$ cat src/rtl/core/uart_pkg.sv
`timescale 1ns / 1ps
// Shared constants for the tick-driven 8N1 UART transceiver.
// Depends on nothing; used by uart_8n1_tick_transceiver_unit.
package uart_pkg;

  // Receive queue depth and the pointer width that follows from it.
  localparam int QUEUE_DEPTH = 16;
  localparam int PTR_W       = (QUEUE_DEPTH > 1) ? $clog2(QUEUE_DEPTH) : 1;

  localparam int BYTE_W      = 8;
  localparam int ACTION_W    = 2;
  localparam int FRAME_W     = 10;
  localparam int BITS_LEFT_W = 4;
  localparam int BIT_CNT_W   = 3;

  // Request codes carried on the action field.
  localparam logic [ACTION_W-1:0] ACT_TICK = 2'd0;
  localparam logic [ACTION_W-1:0] ACT_EDGE = 2'd1;
  localparam logic [ACTION_W-1:0] ACT_SEND = 2'd2;
  localparam logic [ACTION_W-1:0] ACT_READ = 2'd3;

  // Frame layout: start bit low in bit 0, data in bits 8:1, stop bit high in bit 9.
  localparam logic [FRAME_W-1:0]     STOP_MARK  = 10'h200;
  localparam logic [BITS_LEFT_W-1:0] FRAME_BITS = 4'd10;
  localparam logic [BIT_CNT_W-1:0]   LAST_DATA_BIT = 3'd7;

  localparam logic [PTR_W-1:0] LAST_POS = PTR_W'(QUEUE_DEPTH - 1);

  function automatic logic [PTR_W-1:0] next_pos(input logic [PTR_W-1:0] pos);
    logic [PTR_W-1:0] res;
    if (pos == LAST_POS) begin
      res = '0;
    end else begin
      res = pos + 1'b1;
    end
    return res;
  endfunction

endpackage

$ cat src/rtl/core/uart_8n1_tick_transceiver_unit.sv
`timescale 1ns / 1ps
// Top level of the tick-driven 8N1 UART transceiver with its receive ring queue.
// Depends on uart_pkg and instantiates uart_ram for the queue storage.
//
// Usage:
// Each request on the input channel (in_valid / in_ready) is one event: a bit
// tick, a falling edge on the receive line, a byte to send, or a read of the
// receive queue. Every request produces exactly one result on the output
// channel (out_valid / out_ready). The configuration channel (cfg_valid /
// cfg_ready, cfg_data) writes the receive enable bit; it is always ready and
// should only be used while no result is outstanding.
// The result of a request accepted at one edge is presented from the next
// cycle. Throughput is one request per cycle while the consumer takes each
// result; the single result register is refilled in the same cycle it is
// taken, and the queue RAM read data register supplies the result's byte.
// If the consumer stalls, the result register holds and in_ready drops until
// the result is taken; no state advances meanwhile.
// Reset (rst, synchronous, active high) idles the transmit line high, clears
// the transmitter, receiver and queue pointers, and sets the receive enable.
// Queue contents are not cleared; the pointers guarantee only written
// entries are read. An overflow overwrites the oldest data and makes the
// queue read as empty.
module uart_8n1_tick_transceiver_unit (
  input  logic                          clk,
  input  logic                          rst,
  input  logic                          in_valid,
  output logic                          in_ready,
  input  logic [uart_pkg::ACTION_W-1:0] action,
  input  logic                          rx_level,
  input  logic [uart_pkg::BYTE_W-1:0]   tx_byte,
  output logic                          out_valid,
  input  logic                          out_ready,
  output logic                          tx_line,
  output logic                          tx_busy,
  output logic                          accepted,
  output logic [uart_pkg::BYTE_W-1:0]   read_byte,
  output logic                          read_valid,
  output logic                          byte_stored,
  output logic                          queue_empty,
  input  logic                          cfg_valid,
  output logic                          cfg_ready,
  input  logic                          cfg_data
);

  import uart_pkg::*;

  // Configuration.
  logic rx_enable;

  // Transmitter state.
  logic [FRAME_W-1:0]     tx_frame, tx_frame_next;
  logic [BITS_LEFT_W-1:0] tx_bits_left, tx_bits_left_next;
  logic                   tx_active, tx_active_next;
  logic                   tx_level, tx_level_next;

  // Receiver state.
  logic                 rx_armed, rx_armed_next;
  logic                 rx_awaiting_stop, rx_awaiting_stop_next;
  logic [BYTE_W-1:0]    rx_shift, rx_shift_next;
  logic [BIT_CNT_W-1:0] rx_bit_count, rx_bit_count_next;

  // Queue pointers.
  logic [PTR_W-1:0] write_pos, write_pos_next;
  logic [PTR_W-1:0] read_pos, read_pos_next;

  // Result flags for the next result register load.
  logic accepted_next, read_valid_next, byte_stored_next;

  logic              take;
  logic              push, pop;
  logic [BYTE_W-1:0] q_rdata;

  assign cfg_ready = 1'b1;
  assign in_ready  = !out_valid || out_ready;
  assign take      = in_valid && in_ready;

  always_comb begin
    tx_frame_next         = tx_frame;
    tx_bits_left_next     = tx_bits_left;
    tx_active_next        = tx_active;
    tx_level_next         = tx_level;
    rx_armed_next         = rx_armed;
    rx_awaiting_stop_next = rx_awaiting_stop;
    rx_shift_next         = rx_shift;
    rx_bit_count_next     = rx_bit_count;
    write_pos_next        = write_pos;
    read_pos_next         = read_pos;
    accepted_next         = 1'b0;
    read_valid_next       = 1'b0;
    byte_stored_next      = 1'b0;
    push                  = 1'b0;
    pop                   = 1'b0;

    case (action)
      ACT_TICK: begin
        // Shift one frame bit onto the line; the frame ends when the count hits zero.
        if (tx_active) begin
          tx_level_next     = tx_frame[0];
          tx_frame_next     = tx_frame >> 1;
          tx_bits_left_next = tx_bits_left - 1'b1;
          if (tx_bits_left_next == '0) begin
            tx_active_next = 1'b0;
          end
        end
        // The receiver only advances while enabled; a disabled receiver keeps its place.
        if (rx_enable) begin
          if (rx_awaiting_stop) begin
            push                  = 1'b1;
            rx_shift_next         = '0;
            write_pos_next        = next_pos(write_pos);
            rx_armed_next         = 1'b0;
            rx_awaiting_stop_next = 1'b0;
            byte_stored_next      = 1'b1;
          end else if (rx_armed) begin
            if (rx_level) begin
              rx_shift_next[rx_bit_count] = 1'b1;
            end
            if (rx_bit_count == LAST_DATA_BIT) begin
              rx_awaiting_stop_next = 1'b1;
              rx_bit_count_next     = '0;
            end else begin
              rx_bit_count_next = rx_bit_count + 1'b1;
            end
          end
        end
      end
      ACT_EDGE: begin
        if (rx_enable && !rx_armed) begin
          rx_armed_next = 1'b1;
        end
      end
      ACT_SEND: begin
        // A send while a frame is in flight is rejected.
        if (!tx_active) begin
          tx_bits_left_next = FRAME_BITS;
          tx_frame_next     = STOP_MARK | {1'b0, tx_byte, 1'b0};
          tx_active_next    = 1'b1;
          accepted_next     = 1'b1;
        end
      end
      ACT_READ: begin
        if (read_pos != write_pos) begin
          pop             = 1'b1;
          read_pos_next   = next_pos(read_pos);
          read_valid_next = 1'b1;
        end
      end
      default: begin
      end
    endcase
  end

  // Receive queue storage; the read data register doubles as the result's byte.
  uart_ram #(
    .WIDTH (BYTE_W),
    .DEPTH (QUEUE_DEPTH)
  ) u_queue (
    .clk   (clk),
    .we    (take && push),
    .waddr (write_pos),
    .wdata (rx_shift),
    .re    (take && pop),
    .raddr (read_pos),
    .rdata (q_rdata)
  );

  always_ff @(posedge clk) begin
    if (rst) begin
      rx_enable        <= 1'b1;
      tx_frame         <= '0;
      tx_bits_left     <= '0;
      tx_active        <= 1'b0;
      tx_level         <= 1'b1;
      rx_armed         <= 1'b0;
      rx_awaiting_stop <= 1'b0;
      rx_shift         <= '0;
      rx_bit_count     <= '0;
      write_pos        <= '0;
      read_pos         <= '0;
      out_valid        <= 1'b0;
    end else begin
      if (cfg_valid && cfg_ready) begin
        rx_enable <= cfg_data;
      end
      if (take) begin
        tx_frame         <= tx_frame_next;
        tx_bits_left     <= tx_bits_left_next;
        tx_active        <= tx_active_next;
        tx_level         <= tx_level_next;
        rx_armed         <= rx_armed_next;
        rx_awaiting_stop <= rx_awaiting_stop_next;
        rx_shift         <= rx_shift_next;
        rx_bit_count     <= rx_bit_count_next;
        write_pos        <= write_pos_next;
        read_pos         <= read_pos_next;
        out_valid        <= 1'b1;
      end else if (out_ready) begin
        out_valid <= 1'b0;
      end
    end
  end

  // Result flags load with each accepted request.
  always_ff @(posedge clk) begin
    if (take) begin
      accepted    <= accepted_next;
      read_valid  <= read_valid_next;
      byte_stored <= byte_stored_next;
    end
  end

  // State only moves on accepted requests, so the live registers already show
  // the state after the request held in the result register.
  assign tx_line     = tx_level;
  assign tx_busy     = tx_active;
  assign queue_empty = (write_pos == read_pos);
  assign read_byte   = read_valid ? q_rdata : '0;

endmodule

$ cat src/rtl/core/uart_ram.sv
`timescale 1ns / 1ps
// Generic simple dual-port RAM: one write port and one read port with registered data.
// Self-contained; no package dependency.
module uart_ram #(
  parameter int WIDTH  = 8,
  parameter int DEPTH  = 16,
  parameter int ADDR_W = (DEPTH > 1) ? $clog2(DEPTH) : 1
) (
  input  logic              clk,
  input  logic              we,
  input  logic [ADDR_W-1:0] waddr,
  input  logic [WIDTH-1:0]  wdata,
  input  logic              re,
  input  logic [ADDR_W-1:0] raddr,
  output logic [WIDTH-1:0]  rdata
);

  logic [WIDTH-1:0] mem [DEPTH];

  always_ff @(posedge clk) begin
    if (we) begin
      mem[waddr] <= wdata;
    end
    if (re) begin
      rdata <= mem[raddr];
    end
  end

endmodule
$ cat config.mk
export PLATFORM = sky130hd
export DESIGN_NAME = uart_8n1_tick_transceiver_unit
export DESIGN_NICKNAME = d
export VERILOG_FILES = /design/src/rtl/core/uart_pkg.sv /design/src/rtl/core/uart_8n1_tick_transceiver_unit.sv /design/src/rtl/core/uart_ram.sv
export SDC_FILE = /design/constraint.sdc
export NUM_CORES = 1
export LEC_CHECK = 0
export BUFFER_PORTS_ARGS = -buffer_cell sky130_fd_sc_hd__buf_4
export CAP_MARGIN = 20
export CORE_ASPECT_RATIO = 0.5
export CORE_MARGIN = 2
export CORE_UTILIZATION = 60
export DETAILED_ROUTE_END_ITERATION = 6
export PLACE_DENSITY = 0.82
export SLEW_MARGIN = 20
export SYNTH_ARGS = -nofsm -noshare
export SYNTH_HDL_FRONTEND = slang
export SYNTH_SLANG_ARGS = --single-unit
$ cat constraint.sdc
create_clock -name clk -period 3.8 [get_ports clk]
set_clock_uncertainty 0.05 [all_clocks]
set_input_delay 0.19 -clock clk [delete_from_list [all_inputs] [get_ports clk]]
set_output_delay 0.19 -clock clk [all_outputs]
set_load 0.03 [all_outputs]
==> impl_metrics.env, run 1 <==
export IMPL_wl_met2_mm=6.88
export IMPL_crit_path_start="rx_awaiting_stop"
export IMPL_route_met3_wl_mm=1.14
export IMPL_drt_pass1_iter_count=5
export IMPL_cts_buffers=17
export IMPL_clockRootBuffer="clkbuf_16"
export IMPL_finalCriticalPeriod_ps=2510
export IMPL_timing_rr_end="u_queue.mem[4][4]"
export IMPL_wl_met1_mm=6.07
export IMPL_synth_xor_area_share_pct=0.970
export IMPL_ys_types=48
export IMPL_pwr_share_clk_pct=41.2
export IMPL_track_usage_pct=23.5
export IMPL_fin_ws_ps=1290
export IMPL_diodes=0
export IMPL_placed_cells=644
export IMPL_cap_violations=0
export IMPL_layoutNonFillerInstCount=683
export IMPL_synthArstFlopShare_pct=0
export IMPL_synth_compound_gate_area_share_pct=5.37
export IMPL_seq_area_frac_synth_pct=68.6
export IMPL_avgSynthCellArea_um2=15.3
export IMPL_place_congestion=0.786
export IMPL_r2r_start="rx_awaiting_stop"
export IMPL_power_frac_seq_pct=56.1
export IMPL_hpwl_mm=8.83
export IMPL_ys_warn_count=0
export IMPL_rsz0062_at_grt="no"
export IMPL_clock_fmax_ghz=0.398
export IMPL_die_x_um=159
export IMPL_synth_seq_cells=178
export IMPL_mostFrequentLayoutCells="edfxtp_1 (139), nand2_1 (45), buf_4 (39)"
export IMPL_ir_drop_v=0.000345
export IMPL_synth_edf_count=139
export IMPL_worst_setup_path_type="register to register"
export IMPL_required_ps=3790
export IMPL_topRoutingLayerUsed="met4"
export IMPL_std_cell_rows=28
export IMPL_regToRegSetupSlack_ps=1290
export IMPL_synth_top_family_by_area="multiplexers"
export IMPL_status="finished, final reports clean"
export IMPL_synth_area_um2=7230
export IMPL_synthCells=472
export IMPL_hold_viol_final=0
export IMPL_crit_path_end_kind="register"
export IMPL_startpoint_type="register"
export IMPL_clk_latency_ps=410
export IMPL_synth_ff_type="edfxtp_1"
export IMPL_clkTransAtPathRegs_ps=60
export IMPL_combPwrFrac_pct=2.7
export IMPL_start_util_pct=61.4
export IMPL_hp_start="tx_byte[1]"
export IMPL_clk_path_buf_depth=2
export IMPL_p_int_w=0.00296
export IMPL_synth_top_area_cell="edfxtp_1"
export IMPL_area_delta_synth_final_pct=13.1
export IMPL_p_leak_nw=2.79
export IMPL_tightest_slew_ps=1100
export IMPL_via_count=4255
export IMPL_drc=0
export IMPL_reg2reg_depth=4
export IMPL_min_path_type="input port to register"
export IMPL_drt_iter0_markers=418
export IMPL_wl_per_cell_um=21.0
export IMPL_fin_util_pct=69.4
export IMPL_htree_levels=4
export IMPL_p_switching_w=0.000771
export IMPL_synth_simple_gate_area_share_pct=9.94
export IMPL_core_um2=11800
export IMPL_final_common_cell="edfxtp_1"
export IMPL_pin_count=34
export IMPL_finalSetupTns_ps=0
export IMPL_grt_pass1_vias=4134
export IMPL_pre_cts_ws_ps=1370
export IMPL_finalNetCount=532
export IMPL_crit_path_end="u_queue.mem[4][4]"
export IMPL_synth_area_leaders="edfxtp_1 (58%), dfxtp_1 (11%), mux4_2 (10%), nand2_1 (2.3%), nor2_1 (1.8%)"
export IMPL_dieArea_um2=13000
export IMPL_worstPathMaxFanout=13
export IMPL_port_buffer_count=32
export IMPL_drt_vias_per_instance=6.23
export IMPL_synth_top_cell_area_share_pct=57.8
export IMPL_synthAdderAreaFrac_pct=1.56
export IMPL_final_cell_area_um2=8170
export IMPL_synth_mux_area_share_pct=11.1
export IMPL_antenna_found_initial=0
export IMPL_fin_crit_sh_pct=66.2
export IMPL_cp_arrival_ps=2500
export IMPL_final_setup_viol_count=0
export IMPL_sw_frac_of_total_pct=20.7
export IMPL_cts_tree="done"
export IMPL_power_density_nw_per_um2=456
export IMPL_grt_pass1_wl_mm=22.6
export IMPL_die_h_um=81.6
export IMPL_gr_total_overflow=0
export IMPL_slew_viol_final=0
export IMPL_cts_resized=0
export IMPL_nFillCells=752
export IMPL_placed_area_um2=7570
export IMPL_routed_wl_mm=14.4
export IMPL_relSlewSlack_pct=26.5
export IMPL_syn_nets=498
export IMPL_clock_sinks=178
export IMPL_ant_nets=0
export IMPL_grt_max_degree=37
export IMPL_drive_gt1_share_pct=19.7
==> cell usage after synthesis (all sizes together) (3+ instances only) <==
cell,count
and2,9
nand2b,5
and4b,3
mux4,32
o21a,3
edfxtp,139
a311oi,9
nor2b,3
inv,7
mux2i,8
xor2,7
clkbuf,16
nand4,4
nand3,7
dfxtp,39
buf,16
nand4b,4
ha,9
a21oi,12
nor2,35
nor3,13
nand2,45
nor4,4
a22oi,17
==> kinds of logic (layout without fill, tap and decap cells) <==
family,after synthesis,in the layout
adder cells (fa/ha/maj),9,9
AO/OA/AOI/OAI,54,54
AND/OR/NAND/NOR,143,143
multiplexers,40,40
other,1,1
XOR/XNOR,8,8
flip-flops,178,178
buffers and inverters,39,85
==> critical path, cell delays in order (launching register included) <==
cell and delay (ps):
dfxtp_1 430, and4bb_2 280, and3_1 460, nand2_1 240
nor2_1 670
==> metal layers <==
metal | GRT usage (%) | vias to the layer above
met2 | 39.4 | 189
met3 | 5.61 | 25
li1 | - | 1893
met1 | 31.0 | 2148
met5 | 0 | -
met4 | 8.82 | 0
==> what timing repair did <==
item	in CTS	in global routing
setup buffers	0	0
endpoints found under the hold margin	7	0
hold buffers	8	0
==> power groups by stage <==
stage	clock (W)	combinational, W	sequential (W)
6_report	0.00154	0.0000995	0.00209
5_1_grt	0.00162	0.000109	0.00209
4_1_cts	0.00155	0.0000994	0.00209
3_5_place_dp	0	0.0000924	0.00213
3_3_place_gp	0	0.0000900	0.00213
2_1_floorplan	0	0.0000572	0.00214
==> through the flow <==
stage	power [W]	hold slack, ps
after global placement	0.00222	372
after global routing	0.00382	20.0
after floorplan	0.00219	268
after CTS	0.00374	1.96
final	0.00373	16.4
after detailed placement	0.00222	387
==> area by class of cell <==
| cell class | count | area (um^2) | share of cell area, % |
|---|---|---|---|
| Sequential cell | 178 | 4960 | 60.6 |
| Multi-Input combinational cell | 255 | 2090 | 25.6 |
| Clock buffer | 18 | 429 | 5.25 |
| Timing Repair Buffer | 47 | 373 | 4.56 |
| Tap cell | 165 | 206 | 2.53 |
| Clock inverter | 13 | 88.8 | 1.09 |
| Inverter | 7 | 26.3 | 0.321 |
==> state kept, by name, indices dropped and copies added, names as in the netlist, 3 cells and up <==
signal and flops:
write_pos 4, u_queue.rdata 8, u_queue.mem 128, rx_bit_count 3, rx_shift 8, tx_bits_left 4, read_pos 4, tx_frame 10
==> worst min path at each step <==
stage | to | slack (ps) | cells after the start
after floorplan | rx_enable | 270 | 2
after global placement | rx_enable | 370 | 3
after detailed placement | rx_enable | 390 | 3
after CTS | tx_frame[2] | 2 | 3
after global routing | tx_frame[7] | 20 | 3
final | tx_frame[2] | 20 | 3
(Power assumes the default switching activity.)
==> inputs of run 2 (changes only) <==
Settings changed: CORE_UTILIZATION 60 to 55, PLACE_DENSITY 0.82 to 0.79.
Clock period 3.8 ns to 2.15 ns, I/O delays scaled along.
==> run 2 against run 1 <==
Compared with the run above:
- cell count up 5.1%
- first-iteration DRC count up 5.7%
- critical path depth unchanged
- sequential share of layout area down 2.6 points
- via count up 2.1%
- global-route usage down 0.24 points
- clock power up 100%
- sequential power up 77%
- flip-flop and latch count unchanged
- largest power group unchanged
==> impl_metrics.env, run 2 (synthesized netlist as in run 1, its figures left out) <==
export IMPL_pin_count=34
export IMPL_wl_per_cell_um=21.6
export IMPL_grt_pass1_vias=4288
export IMPL_dieArea_um2=14100
export IMPL_final_common_cell="edfxtp_1"
export IMPL_clock_fmax_ghz=0.499
export IMPL_ant_nets=0
export IMPL_antenna_found_initial=0
export IMPL_cts_buffers=17
export IMPL_cp_arrival_ps=2120
export IMPL_clockRootBuffer="clkbuf_16"
export IMPL_die_x_um=166
export IMPL_critPathSlowestCell="dfxtp_2"
export IMPL_fin_util_pct=67.0
export IMPL_core_um2=12700
export IMPL_clkTransAtPathRegs_ps=70
export IMPL_reg_top3="u_queue.mem x128, tx_frame x10"
export IMPL_seq_area_um2=4960
export IMPL_pre_cts_ws_ps=192
export IMPL_postCtsSetupBuffers=0
export IMPL_port_buffer_count=32
export IMPL_mostFrequentLayoutCells="edfxtp_1 (139), buf_4 (61), nand2_1 (45)"
export IMPL_grt_max_degree=35
export IMPL_power_density_nw_per_um2=824
export IMPL_cts_resized=0
export IMPL_hp_start="rst"
export IMPL_drt_pass1_iter_count=4
export IMPL_relSlewSlack_pct=50.2
export IMPL_final_cell_area_um2=8530
export IMPL_startpoint_type="register"
export IMPL_start_util_pct=56.7
export IMPL_crit_path_start="read_pos[0]"
export IMPL_r2r_start="read_pos[0]"
export IMPL_worstPathMaxFanout=14
export IMPL_finalCriticalPeriod_ps=2000
export IMPL_min_path_cells=2
export IMPL_ir_drop_v=0.000656
export IMPL_drc=0
export IMPL_track_usage_pct=23.3
export IMPL_htree_levels=4
export IMPL_clk_path_buf_depth=2
export IMPL_finalNetCount=561
export IMPL_slowest_delay_ps=570
export IMPL_area_delta_synth_final_pct=18.1
export IMPL_cts_tree="done"
export IMPL_final_setup_viol_count=0
export IMPL_drt_iter0_markers=442
export IMPL_largest_register_ffs=128
export IMPL_die_h_um=85.1
export IMPL_min_path_type="input port to register"
export IMPL_hold_viol_final=0
export IMPL_gr_total_overflow=0
export IMPL_drive_gt1_share_pct=23.7
export IMPL_hpwl_mm=9.47
export IMPL_clock_sinks=178
export IMPL_cap_violations=0
export IMPL_diodes=0
export IMPL_clk_latency_ps=420
export IMPL_worst_setup_path_type="register to register"
export IMPL_worstPathCellList="buf_4, mux4_2, a22oi_1, nand2_1"
export IMPL_p_leak_nw=3.00
export IMPL_drt_vias_per_instance=6.05
export IMPL_nFillCells=812
export IMPL_routed_wl_mm=15.5
export IMPL_total_power_w=0.00703
export IMPL_max_flop_register="u_queue.mem"
export IMPL_via_count=4344
export IMPL_std_cell_rows=29
export IMPL_tightest_slew_ps=745
export IMPL_required_ps=2270
export IMPL_fin_ws_ps=145
export IMPL_grt_pass1_wl_mm=24.0
export IMPL_rsz0062_at_grt="no"
export IMPL_crit_path_end_kind="register"
export IMPL_slew_viol_final=0
export IMPL_placed_area_um2=7800
export IMPL_multi_input_area_um2=2110
export IMPL_reg2reg_depth=4
export IMPL_place_congestion=0.803
export IMPL_fin_crit_sh_pct=93.2
export IMPL_status="finished, final reports clean"
[run 2: cell types whose count changed in the layout (fill, tap and decap cells not counted), moves of 2 or more]
cell	change
clkinv_4	-2
buf_12	+2
bufinv_16	+3
dlygate4sd3_1	+5
buf_4	+22
inv_6	+3
[run 2: layout make-up]
cell class / instances / share of cell area [%]
well taps: 170 / 2.49
multi-input cells: 255 / 24.7
clock inverters: 15 / 2.10
repair buffers: 76 / 7.36
flip-flops and latches: 178 / 58.1
inverters: 7 / 0.308
clock buffers: 17 / 4.98
[run 2: through the flow]
step,TNS (ps),cells,hold WS (ps)
global route,0,718,36.4
finish,0,718,24.5
global placement,0,673,295
CTS,0,718,20.1
floorplan,-919,472,186
detailed placement,0,673,314
[run 2: where the power goes]
| part | internal (W) | switching [W] | total [W] |
|---|---|---|---|
| sequential | 0.00368 | 0.0000168 | 0.00369 |
| clock | 0.00184 | 0.00131 | 0.00315 |
| combinational | 0.0000805 | 0.000103 | 0.000183 |
[run 2: worst paths after layout]
path,end,slack [ps]
min,tx_frame[9],20
max reg2reg,u_queue.rdata[0],150
max,u_queue.rdata[0],150
min reg2reg,tx_frame[0],420
[run 2: timing repair]
action,in CTS,in global routing
setup endpoints to repair,0,0
endpoints found under the hold margin,12,0
hold buffers,13,0
[run 2: layer usage]
metal	part of all wire, %	routed length, um	global-route usage (%)
met4	2.2	341	9.41
met2	49	7660	39.5
met3	6.7	1040	4.57
met5	0	0	0
met1	42	6450	30.3
[run 2: critical path, delay by kind of cell, from the launching register on]
family          cells  cell delay [ps]
compound gates      1              280
mux                 1              510
flops               1              570
buf+inv             1              230
simple gates        1              110
